`config.mk`:
```
export PLATFORM = sky130hd
export DESIGN_NAME = circular_fifo_with_search_minmax
export DESIGN_NICKNAME = d
export VERILOG_FILES = /design/src/hw/rtl/cfsm_pkg.sv /design/src/hw/rtl/cfsm_ram.sv /design/src/hw/rtl/cfsm_cmp.sv /design/src/hw/rtl/circular_fifo_with_search_minmax.sv
export SDC_FILE = /design/constraint.sdc
export NUM_CORES = 1
export LEC_CHECK = 0
export ABC_AREA = 1
export ABC_CLOCK_PERIOD_IN_PS = 4100
export BUFFER_PORTS_ARGS = -buffer_cell sky130_fd_sc_hd__buf_2
export CAP_MARGIN = 20
export CORE_MARGIN = 1.5
export CORE_UTILIZATION = 50
export DETAILED_ROUTE_END_ITERATION = 12
export MAX_ROUTING_LAYER = met4
export PLACE_DENSITY_LB_ADDON = 0.08
export SLEW_MARGIN = 20
export SYNTH_ARGS = -nofsm -noshare
export SYNTH_HDL_FRONTEND = slang
export SYNTH_SLANG_ARGS = --single-unit
export TNS_END_PERCENT = 20
```
`constraint.sdc`:
```
create_clock -name clk -period 4.1 [get_ports clk]
set_clock_uncertainty 0.2 [all_clocks]
set_input_delay 0.615 -clock clk [delete_from_list [all_inputs] [get_ports clk]]
set_output_delay 0.615 -clock clk [all_outputs]
set_load 0.02 [all_outputs]
```
`src/hw/rtl/cfsm_pkg.sv`:
```
// Shared types and constants for the circular FIFO with search and min/max.
// Used by the compare unit and the top level; no dependencies.
package cfsm_pkg;

	typedef enum logic [2:0] {
		S_IDLE = 3'b001,
		S_EXEC = 3'b010,
		S_SCAN = 3'b100
	} state_t;

	typedef enum logic [2:0] {
		MODE_PUSH      = 3'd0,
		MODE_POP       = 3'd1,
		MODE_PEEK_HEAD = 3'd2,
		MODE_PEEK_TAIL = 3'd3,
		MODE_SEARCH    = 3'd4,
		MODE_MAX       = 3'd5,
		MODE_MIN       = 3'd6,
		MODE_CLEAR     = 3'd7
	} mode_t;

	localparam logic [1:0] ST_OK    = 2'd0;
	localparam logic [1:0] ST_FULL  = 2'd1;
	localparam logic [1:0] ST_EMPTY = 2'd2;

	// -1.0 in Q16.16
	localparam logic [31:0] EMPTY_VALUE = 32'hFFFF_0000;

	localparam int unsigned CAP_W    = 6;
	localparam int unsigned SLOT_W   = 5;
	localparam logic [CAP_W-1:0] CAP_RESET = 6'd20;

	typedef struct packed {
		logic first;
		logic is_max;
		logic is_min;
	} cmp_ctl_t;

endpackage

```
`src/hw/rtl/cfsm_ram.sv`:
```
// Generic single-write, single-read RAM with registered read data.
// No dependencies.
module cfsm_ram #(
	parameter int WIDTH = 32,
	parameter int DEPTH = 32
) (
	input  logic                     clk,
	input  logic                     wr_en,
	input  logic [$clog2(DEPTH)-1:0] wr_addr,
	input  logic [WIDTH-1:0]         wr_data,
	input  logic [$clog2(DEPTH)-1:0] rd_addr,
	output logic [WIDTH-1:0]         rd_data
);

	logic [WIDTH-1:0] mem_q [DEPTH];

	always_ff @(posedge clk) begin
		if (wr_en) begin
			mem_q[wr_addr] <= wr_data;
		end
		rd_data <= mem_q[rd_addr];
	end

endmodule

```
`src/hw/rtl/cfsm_cmp.sv`:
```
// Shared compare unit: signed max/min selection and equality match on Q16.16.
// Depends on cfsm_pkg.
module cfsm_cmp
	import cfsm_pkg::*;
(
	input  cmp_ctl_t    ctl,
	input  logic [31:0] cand,
	input  logic [31:0] best,
	input  logic [31:0] key,
	output logic        take,
	output logic        match
);

	logic gt;
	logic lt;

	assign gt    = $signed(cand) > $signed(best);
	assign lt    = $signed(cand) < $signed(best);
	assign take  = ctl.first | (ctl.is_max & gt) | (ctl.is_min & lt);
	assign match = (cand == key);

endmodule

```
`src/hw/rtl/circular_fifo_with_search_minmax.sv`:
```
// Circular FIFO of signed Q16.16 values with search, maximum and minimum.
// Depends on cfsm_pkg, cfsm_ram and cfsm_cmp.
//
// Usage:
//   Request channel: raise start with mode and operand while busy is low;
//   the request is taken at that clock edge and busy rises the next cycle.
//   Result channel: done pulses for one cycle with result_value, status,
//   found, found_slot, occupancy, is_full and is_empty. The receiver must
//   take it in that cycle; there is no backpressure.
//   Configuration: cfg_we with cfg_data writes capacity (0 acts as 1,
//   above DEPTH acts as DEPTH) and empties the queue. Write only when idle.
// Sequencing (request to done strobe):
//   push, clear, or any request on an empty queue: finished in S_EXEC.
//   pop, peek head, peek tail: S_EXEC, then S_SCAN (one slot read through the RAM).
//   search, max, min over n entries: S_EXEC, then S_SCAN; a search stops
//   at its first match. The single read port of the slot RAM and the one
//   compare unit step through one entry per cycle.
//   A new request may be taken in the cycle the done strobe is shown.
// Reset: head, tail and count clear, capacity returns to 20; slot contents
//   are left as they are and are never read before a push writes them.
module circular_fifo_with_search_minmax
	import cfsm_pkg::*;
#(
	parameter int DEPTH = 32
) (
	input  logic               clk,
	input  logic               arst_n,
	input  logic               start,
	output logic               busy,
	input  logic [2:0]         mode,
	input  logic signed [31:0] operand,
	input  logic               cfg_we,
	input  logic [CAP_W-1:0]   cfg_data,
	output logic               done,
	output logic signed [31:0] result_value,
	output logic [1:0]         status,
	output logic               found,
	output logic [SLOT_W-1:0]  found_slot,
	output logic [CAP_W-1:0]   occupancy,
	output logic               is_full,
	output logic               is_empty
);

	localparam int AW = $clog2(DEPTH);
	localparam int CW = $clog2(DEPTH + 1);
	localparam int EW = (CW > CAP_W) ? CW : CAP_W;

	state_t            state_q;
	mode_t             mode_q;
	logic [31:0]       operand_q;
	logic [CAP_W-1:0]  cap_q;
	logic [AW-1:0]     head_q;
	logic [AW-1:0]     tail_q;
	logic [EW-1:0]     count_q;
	logic [AW-1:0]     pos_q;
	logic [EW-1:0]     n_q;
	logic [EW-1:0]     issued_q;
	logic [EW-1:0]     cmp_cnt_q;
	logic [31:0]       best_q;
	logic              rd_vld_s1;
	logic [AW-1:0]     pos_s1;

	logic [EW-1:0]     cap_ext;
	logic [EW-1:0]     eff_cap;
	logic [AW-1:0]     tail_prev;
	logic              ram_we;
	logic [31:0]       rd_data;
	cmp_ctl_t          cmp_ctl;
	logic              take;
	logic              match;
	logic              last;
	logic              issue;

	logic              fin;
	logic [31:0]       fin_value;
	logic [1:0]        fin_status;
	logic              fin_found;
	logic [AW-1:0]     fin_slot;
	logic [EW-1:0]     cnt_after;

	function automatic logic [AW-1:0] adv(input logic [AW-1:0] idx, input logic [EW-1:0] cap);
		logic [EW-1:0] n;
		n = EW'(idx) + EW'(1);
		return (n >= cap) ? '0 : AW'(n);
	endfunction

	assign cap_ext   = EW'(cap_q);
	assign eff_cap   = (cap_q == '0) ? EW'(1) :
	                   (cap_ext > EW'(DEPTH)) ? EW'(DEPTH) : cap_ext;
	assign tail_prev = (tail_q == '0) ? AW'(eff_cap - EW'(1)) : tail_q - AW'(1);
	assign busy      = (state_q != S_IDLE);

	assign ram_we = (state_q == S_EXEC) && (mode_q == MODE_PUSH) && (count_q < eff_cap);

	cfsm_ram #(
		.WIDTH(32),
		.DEPTH(DEPTH)
	) u_slots (
		.clk    (clk),
		.wr_en  (ram_we),
		.wr_addr(tail_q),
		.wr_data(operand_q),
		.rd_addr(pos_q),
		.rd_data(rd_data)
	);

	assign cmp_ctl.first  = (cmp_cnt_q == '0);
	assign cmp_ctl.is_max = (mode_q == MODE_MAX);
	assign cmp_ctl.is_min = (mode_q == MODE_MIN);

	cfsm_cmp u_cmp (
		.ctl  (cmp_ctl),
		.cand (rd_data),
		.best (best_q),
		.key  (operand_q),
		.take (take),
		.match(match)
	);

	assign last  = (cmp_cnt_q + EW'(1) == n_q);
	assign issue = (state_q == S_SCAN) && (issued_q < n_q) && !fin;

	// Result of the request that finishes this cycle
	always_comb begin
		fin        = 1'b0;
		fin_value  = '0;
		fin_status = ST_OK;
		fin_found  = 1'b0;
		fin_slot   = '0;
		cnt_after  = count_q;
		unique case (state_q)
			S_EXEC: begin
				case (mode_q) inside
					MODE_PUSH: begin
						fin = 1'b1;
						if (count_q >= eff_cap) begin
							fin_status = ST_FULL;
						end else begin
							cnt_after = count_q + EW'(1);
						end
					end
					MODE_CLEAR: begin
						fin       = 1'b1;
						cnt_after = '0;
					end
					MODE_SEARCH: begin
						fin = (count_q == '0);
					end
					default: begin
						if (count_q == '0) begin
							fin        = 1'b1;
							fin_value  = EMPTY_VALUE;
							fin_status = ST_EMPTY;
						end
					end
				endcase
			end
			S_SCAN: begin
				if (rd_vld_s1) begin
					if (mode_q == MODE_SEARCH) begin
						if (match) begin
							fin       = 1'b1;
							fin_found = 1'b1;
							fin_slot  = pos_s1;
						end else begin
							fin = last;
						end
					end else begin
						fin       = last;
						fin_value = take ? rd_data : best_q;
					end
				end
			end
			default: begin
				fin = 1'b0;
			end
		endcase
	end

	always_ff @(posedge clk or negedge arst_n) begin
		if (!arst_n) begin
			state_q   <= S_IDLE;
			cap_q     <= CAP_RESET;
			head_q    <= '0;
			tail_q    <= '0;
			count_q   <= '0;
			rd_vld_s1 <= 1'b0;
			done      <= 1'b0;
		end else begin
			done      <= fin;
			rd_vld_s1 <= issue;
			if (cfg_we) begin
				cap_q   <= cfg_data;
				head_q  <= '0;
				tail_q  <= '0;
				count_q <= '0;
			end
			unique case (state_q)
				S_IDLE: begin
					if (start) begin
						state_q <= S_EXEC;
					end
				end
				S_EXEC: begin
					if (fin) begin
						state_q <= S_IDLE;
					end else begin
						state_q <= S_SCAN;
					end
					case (mode_q) inside
						MODE_PUSH: begin
							if (count_q < eff_cap) begin
								tail_q  <= adv(tail_q, eff_cap);
								count_q <= count_q + EW'(1);
							end
						end
						MODE_CLEAR: begin
							head_q  <= '0;
							tail_q  <= '0;
							count_q <= '0;
						end
						MODE_POP: begin
							if (count_q != '0) begin
								head_q  <= adv(head_q, eff_cap);
								count_q <= count_q - EW'(1);
							end
						end
						default: begin
						end
					endcase
				end
				S_SCAN: begin
					if (fin) begin
						state_q <= S_IDLE;
					end
				end
				default: begin
					state_q <= S_IDLE;
				end
			endcase
		end
	end

	// Request, scan and result payload
	always_ff @(posedge clk) begin
		if (state_q == S_IDLE && start) begin
			mode_q    <= mode_t'(mode);
			operand_q <= operand;
		end
		if (state_q == S_EXEC) begin
			issued_q  <= '0;
			cmp_cnt_q <= '0;
			pos_q     <= (mode_q == MODE_PEEK_TAIL) ? tail_prev : head_q;
			n_q       <= (mode_q == MODE_SEARCH || mode_q == MODE_MAX ||
			              mode_q == MODE_MIN) ? count_q : EW'(1);
		end
		if (issue) begin
			pos_q    <= adv(pos_q, eff_cap);
			issued_q <= issued_q + EW'(1);
		end
		pos_s1 <= pos_q;
		if (rd_vld_s1) begin
			cmp_cnt_q <= cmp_cnt_q + EW'(1);
			if (take) begin
				best_q <= rd_data;
			end
		end
		if (fin) begin
			result_value <= fin_value;
			status       <= fin_status;
			found        <= fin_found;
			found_slot   <= SLOT_W'(fin_slot);
			occupancy    <= CAP_W'(cnt_after);
			is_full      <= (cnt_after == eff_cap);
			is_empty     <= (cnt_after == '0);
		end
	end

endmodule

```
==> results.toml, run 1 <==
[clock_network]
clkLatencyLatePin_ns = 0.74
cts_setup_buffers = 0
cts_buffers = 131
ctsResizeCount = 0
cts_buffer_depth = 3
cts.htree.levels = 4
cts-root-buf = "clkbuf_16"
cts.sinks = 1226
holdBufCountCts = 43
cts_tree = "built"
clk_pin_slew_ns = 0.06

[yosys]
async_reset_ff_share_pct = 2.20
seq_area_frac_synth_pct = 72.3
synth_area_um2 = 50200
yosysTopAreaCell = "edfxtp_1"
avgSynthCellArea_um2 = 12.4
ys_ff_latch = 1226
synth_ff_type = "edfxtp_1"
synth.area.top_cells = "edfxtp_1 69%, nor2_1 6.2%, o21ai_0 6.2%, o22ai_1 3.2%, nand2_1 1.9%"
syn_nets = 4164
ys_warn_count = 0
yosysTopAreaCellShare_pct = 69.4
synth_cell_types = 53
synth-edff-count = 1162
netlist_instances = 4046

[sta]
setup_viol = 0
timing.slew.headroom_pct = 35.3
hold_viol_final = 0
slew_violations = 0
fin_crit_ns = 3.47
whs_ns = 0.125
tightest_slew_ns = 0.968
fmax_mhz = 288
fin_crit_sh_pct = 84.6
finalSetupTns_ns = 0
grt_setup_unrepaired = "no"

[run]
cap_viol_max_count = 0

[outcome]
outcome = "complete, no violations"

[grt]
grt_pass1_wl_mm = 212
grt_usage_pct = 29.3
grt_max_degree = 115
grt_overflow = 0
antenna_found_initial = 6
grt_pass1_vias = 31513

[route]
routed_wl_mm = 145
drt_iter0_drc = 3832
drt-wirelength-per-cell_um = 25.7
via_count = 33519
viasPerCell = 5.93
route.detailed.drc = 0
postRouteAntennaNets = 0
first_pass_iters = 6

[die]
pin_count = 95
dieArea_um2 = 102000
die_w_um = 320
core_um2 = 99900
num_rows = 116
die_y_um = 320
initial_utilization_pct = 50.3

[setup_path]
critPathMostFrequentCell = "nand2_1"
crit_path_end_kind = "flip-flop"
reg2reg_slack_ns = 0.63
critPathKind = "reg -> reg"
slowest_delay_ns = 0.42
crit_chain = "nor2_1 -> inv_1 -> ha_1 -> nand2_1 -> nor2_1 -> o21ai_0 -> nand2_1 -> nor2_4 -> nand2_1 -> buf_4 -> nor2_4 -> buf_4"
critPathSlowestCell = "dfrtp_1"
crit_family = "simple AND/OR/NAND/NOR gates"
startpoint_type = "flip-flop"
reg2reg_to = "u_slots.mem_q[14][24]"
path_buf_inv = 3
cp.arrival_ns = 3.64
required_ns = 4.27
crit_fanout = 20
r2r_start = "cap_ext[5]"
worst_r2r_path_depth = 12

[cells_and_area]
fin_util_pct = 58.0
fillCellCount = 8109
fin_cells = 5652
area_growth_pct = 15.2
register_area_um2 = 36300
finalNetCount = 4360
drive_gt1_share_pct = 12.5
multiInputGateArea_um2 = 12500

[hold_path]
hp-start = "cfg_we"
hold_class = "in -> reg"
hold_depth = 3
holdPathEnd = "cap_ext[4]"

[placement]
post-dp-hpwl_mm = 88.7
place.gp.congestion = 0.958
dpl.cell_count = 5364
portBuffers = 94

[pwr]
leakage_nw = 20.1
ir_worst_vdd_uv = 387
power_density_nw_per_um2 = 589
[cell usage in the layout, fill, tap and decap left out, types with 15 or more instances in the layout]
cell,count
clkinv_1,17
nand2_2,19
a21oi_1,29
nor2_1,803
dfxtp_1,37
and2_1,16
dlygate4sd3_1,43
inv_1,179
o32ai_1,64
clkbuf_16,138
clkbuf_1,28
o22ai_1,261
buf_2,94
xnor2_1,15
ha_1,73
nor2_4,34
edfxtp_1,1162
buf_12,29
nand2_1,253
clkinv_2,30
nand3_1,61
o21ai_0,621
xor2_1,43
nand4_1,27
buf_4,134
dfrtp_1,24
[where the power goes]
part	total (mW)	leakage [nW]	internal, mW	switching [mW]
combinational	7.06	6.92	2.04	5.01
clock	11.7	2.08	6.75	4.90
sequential	15.4	11.1	14.8	0.589
total	34.1	20.1	23.6	10.5
[worst max-delay path by stage]
stage / startpoint / to / cells past startpoint
2_1_floorplan: cap_ext[2] / u_slots.mem_q[0][0] / 13
3_3_place_gp: cap_ext[5] / u_slots.mem_q[4][15] / 12
3_5_place_dp: cap_ext[5] / u_slots.mem_q[14][0] / 12
4_1_cts: cap_ext[5] / u_slots.mem_q[12][24] / 12
5_1_grt: cap_ext[5] / u_slots.mem_q[12][0] / 12
6_report: cap_ext[5] / u_slots.mem_q[14][24] / 12
[state kept, by name, summed over array words and instances, names as in the netlist, 2 cells and up]
register,flops
operand_q,32
found_slot,5
mode_q,3
cmp_cnt_q,6
pos_q,5
result_value,32
n_q,6
status,2
count_q,6
tail_q,5
u_slots.rd_data,32
occupancy,6
state_q,3
best_q,32
head_q,5
u_slots.mem_q,1024
pos_s1,5
cap_ext,6
issued_q,6
[cell families (layout without fill, tap and decap cells)]
logic type / Yosys count / in the layout / share of synthesized area [%]
compound gates: 1017 / 1017 / 11.5
simple gates: 1249 / 1249 / 10.1
buf+inv: 423 / 726 / 3.33
other cells: 0 / 5 / 0
fa+ha+maj: 73 / 73 / 1.82
xor+xnor: 58 / 58 / 1.01
flops: 1226 / 1226 / 72.3
[synth_stat cells (2+ instances only)]
library cell,instances
edfxtp_1,1162
nor2_1,836
o21ai_0,621
o22ai_1,261
nand2_1,253
clkbuf_1,190
inv_1,182
ha_1,73
o32ai_1,64
nand3_1,62
xor2_1,43
dfxtp_1,37
buf_2,35
a21oi_1,29
nand4_1,27
dfrtp_1,24
nand2_2,19
and2_1,16
xnor2_1,15
nor3_1,8
o31ai_1,8
or2_2,7
o21a_1,6
o21ai_2,6
buf_1,5
nor4_1,5
inv_2,4
nor2_2,4
o211ai_1,4
o21ai_1,4
a21o_1,3
buf_4,3
dfstp_2,3
nand3_4,3
o221ai_1,3
a22oi_1,2
buf_8,2
nand3b_1,2
[layout make-up]
type | count | share of cell area [%]
Antenna cell | 5 | 0.0216
Clock buffer | 169 | 6.22
Clock inverter | 71 | 1.09
Inverter | 186 | 1.24
Multi-Input combinational cell | 2397 | 21.6
Sequential cell | 1226 | 62.7
Tap cell | 1298 | 2.81
Timing Repair Buffer | 300 | 4.30
[stage by stage]
stage	setup WS (ns)	power, mW	area, um2
6_report	0.633	34.1	57900
5_1_grt	0.437	35.5	57900
4_1_cts	0.706	34.3	57900
3_5_place_dp	0.726	22.6	53200
3_3_place_gp	0.785	22.6	53200
2_1_floorplan	0.113	19.7	50200
[per-layer routing]
metal	vias up	track usage, %	wire length [um]
li1	15149	-	-
met1	16776	41.1	63100
met5	-	-	0
met3	221	4.43	11300
met4	0	8.65	4220
met2	1373	44.5	66700
[worst register-to-register path, delay by kind of cell (launching register included)]
family / cells / cell delay (ns)
and+or+nand+nor: 7 / 1.18
buffers and inverters: 3 / 0.81
DFF: 1 / 0.42
adders and majority gates: 1 / 0.32
AOI/OAI and AO/OA: 1 / 0.11
Power figures use the tool's default switching activity.
==> run 2, diff against run 1 <==
--- a/config.mk
+++ b/config.mk
@@ -5,8 +5,8 @@
 export SDC_FILE = /design/constraint.sdc
 export NUM_CORES = 1
 export LEC_CHECK = 0
-export ABC_AREA = 1
-export ABC_CLOCK_PERIOD_IN_PS = 4100
+export ABC_AREA = 0
+export ABC_CLOCK_PERIOD_IN_PS = 3600
 export BUFFER_PORTS_ARGS = -buffer_cell sky130_fd_sc_hd__buf_2
 export CAP_MARGIN = 20
 export CORE_MARGIN = 1.5
==> constraint.sdc (replaced) <==
create_clock -name clk -period 3.6 [get_ports clk]
set_clock_uncertainty 0.2 [all_clocks]
set_input_delay 0.54 -clock clk [delete_from_list [all_inputs] [get_ports clk]]
set_output_delay 0.54 -clock clk [all_outputs]
set_load 0.02 [all_outputs]
==> run 2 against run 1 <==
Net effect: cell count decreased by 17%; clock-buffer cell count increased by 2; synthesized cell count decreased by 27%; largest power group unchanged; highest routed layer unchanged; design area increased by 1.2%.
==> results.toml, run 2 <==
[cells_and_area]
largest_reg_flops = 1024
top_register = "u_slots.mem_q"
fin_cells = 4670
final_common_cell = "edfxtp_1"
area_growth_pct = 18.3
final_cell_mix = "1162 x edfxtp_1, 209 x nand2_1, 196 x mux2i_1"
multiInputGateArea_um2 = 12800
fillCellCount = 7286
register_area_um2 = 36300
finalNetCount = 3394
drive_gt1_share_pct = 22.6

[setup_path]
crit_fanout = 5
critPathSlowestCell = "or4_4"
path_buf_inv = 2
slowest_delay_ns = 0.54
crit_path_end_kind = "flip-flop"
crit_family = "simple AND/OR/NAND/NOR gates"
startpoint_type = "flip-flop"
cp.arrival_ns = 3.85
crit_chain = "or4_4 -> a21oi_4 -> ha_2 -> nor2b_1 -> o21a_1 -> buf_6 -> a2111oi_4 -> buf_4 -> mux2i_2 -> nor2_2 -> xnor2_1 -> or3_4 -> a2111oi_4"
critPathKind = "reg -> reg"
reg2reg_slack_ns = 0.08
required_ns = 3.93
cp-startpoint = "cap_ext[4]"
critPathMostFrequentCell = "a2111oi_4"
r2r_start = "cap_ext[4]"

[clock_network]
cts_buffer_depth = 3
cts-root-buf = "clkbuf_16"
cts.htree.levels = 4
clkLatencyLatePin_ns = 0.73
cts_buffers = 132
cts.sinks = 1226
clk_pin_slew_ns = 0.05
cts_tree = "built"

[yosys]
synth_cell_types = 64
avgSynthCellArea_um2 = 16.9
synth_area_um2 = 49500
synth_ff_type = "edfxtp_1"
seq_area_frac_synth_pct = 73.3
synth.area.top_cells = "edfxtp_1 70%, mux4_2 5.8%, mux2i_1 4.0%, ha_1 1.8%, o221ai_1 1.7%"
netlist_top_cells_count = "1162 x edfxtp_1, 215 x nand2_1, 197 x mux2i_1, 154 x o21ai_0, 147 x a21oi_1"
netlist_instances = 2935
synth.most_common_cell = "edfxtp_1"
ys_warn_count = 0
async_reset_ff_share_pct = 2.20
yosysTopAreaCell = "edfxtp_1"
ys_ff_latch = 1226
yosysTopAreaCellShare_pct = 70.4
synth-edff-count = 1162
syn_nets = 3053

[grt]
grt_pass1_wl_mm = 192
grt_max_degree = 77
grt_overflow = 0
grt_pass1_vias = 28643
antenna_found_initial = 5
grt_usage_pct = 26.7

[sta]
setup_viol = 0
fin_crit_ns = 3.52
fin_crit_sh_pct = 97.7
hold_viol_final = 0
grt_setup_unrepaired = "yes"
fmax_mhz = 284
tightest_slew_ns = 1.12
whs_ns = 0.0480
slew_violations = 0
timing.slew.headroom_pct = 25.0

[hold_path]
hold_class = "in -> reg"
hp-start = "cfg_we"

[route]
viasPerCell = 6.04
routed_wl_mm = 130
route.detailed.drc = 0
via_count = 28213
first_pass_iters = 7
postRouteAntennaNets = 0
drt-wirelength-per-cell_um = 27.8
drt_iter0_drc = 3161

[outcome]
outcome = "complete, no violations"

[pwr]
pwr-share-comb_pct = 16.8
swShare_pct = 27.5
switching_power_mw = 10.0
power_density_nw_per_um2 = 623
intPower_mw = 26.5
leakage_nw = 20.3
ir_worst_vdd_uv = 495
p_seq_share_pct = 47.4
clock_power_share_pct = 35.8

[placement]
portBuffers = 94
dpl.cell_count = 4384
post-dp-hpwl_mm = 84.5
place.gp.congestion = 0.885

[die]
initial_utilization_pct = 50.4
die_w_um = 318
pin_count = 95
die_y_um = 318
dieArea_um2 = 101000
num_rows = 115
core_um2 = 98300

[run]
cap_viol_max_count = 0
run 2: what timing repair did:
item,in CTS,in global routing
resized for setup,1,18
pin swaps,0,4
hold buffers,44,0
endpoints found under the setup margin,23,1013
buffers inserted,0,1
endpoints found under the hold margin,66,0
run 2: layer usage:
metal	vias up	track usage [%]	wire [um]	part of all wire [%]
li1	12398	-	-	-
met1	14609	37.2	56600	44
met2	1024	41.6	62100	48
met3	182	4.34	8640	6.7
met4	0	6.50	2610	2.0
met5	-	-	0	0
run 2: path summary, 6_finish.rpt:
path	cells past startpoint	endpoint
min reg2reg	1	found_slot[0]
min	2	cap_ext[5]
max reg2reg	13	is_full
max in group asynchronous	2	tail_q[4]
min in group asynchronous	2	done
max	13	is_full
run 2: area by class of cell:
type | count | area share, %
clock buffers | 171 | 6.14
well taps | 1287 | 2.75
multi-input cells | 1502 | 21.8
repair buffers | 355 | 5.93
clock inverters | 67 | 1.01
inverters | 59 | 0.386
diodes | 3 | 0.0128
flip-flops and latches | 1226 | 62.0
run 2: cell families (layout without fill, tap and decap cells):
| group | count (synthesis) | after routing | share of synthesized area [%] |
|---|---|---|---|
| flops | 1226 | 1226 | 73.3 |
| simple gates | 466 | 466 | 4.31 |
| other cells | 0 | 3 | 0 |
| mux | 393 | 393 | 11.3 |
| compound gates | 507 | 507 | 6.49 |
| buf+inv | 207 | 652 | 1.61 |
| xor+xnor | 63 | 63 | 1.11 |
| fa+ha+maj | 73 | 73 | 1.84 |
run 2: power groups by stage:
| stage | Clock (mW) | Sequential [mW] | Combinational [mW] |
|---|---|---|---|
| after floorplan | 0 | 17.7 | 3.19 |
| after global placement | 0 | 17.6 | 5.94 |
| after detailed placement | 0 | 17.6 | 6.06 |
| after CTS | 13.3 | 17.3 | 6.12 |
| after global routing | 13.8 | 17.3 | 6.66 |
| final | 13.1 | 17.3 | 6.15 |
run 2: per-stage QoR:
stage | utilization, % | setup WS [ns] | total power, mW | setup TNS [ns] | cell area, um2
2_1_floorplan | - | -0.111 | 20.8 | -62.79 | 49800
3_3_place_gp | 54.8 | -0.00925 | 23.5 | -0.00925 | 53900
3_5_place_dp | 54.8 | 0.0147 | 23.6 | 0 | 53900
4_1_cts | 59.5 | 0.0135 | 36.7 | 0 | 58500
5_1_grt | 59.6 | -0.0886 | 37.8 | -0.0886 | 58600
6_report | 59.6 | 0.0837 | 36.5 | 0 | 58600
run 2: worst reg2reg max path: stages, from the launching register on:
cell and delay [ns]:
dfstp_2 0.37, or4_4 0.54, a21oi_4 0.15, ha_2 0.18, nor2b_1 0.04, o21a_1 0.19
buf_6 0.12, a2111oi_4 0.30, buf_4 0.20, mux2i_2 0.23, nor2_2 0.07, xnor2_1 0.14
or3_4 0.34, a2111oi_4 0.28
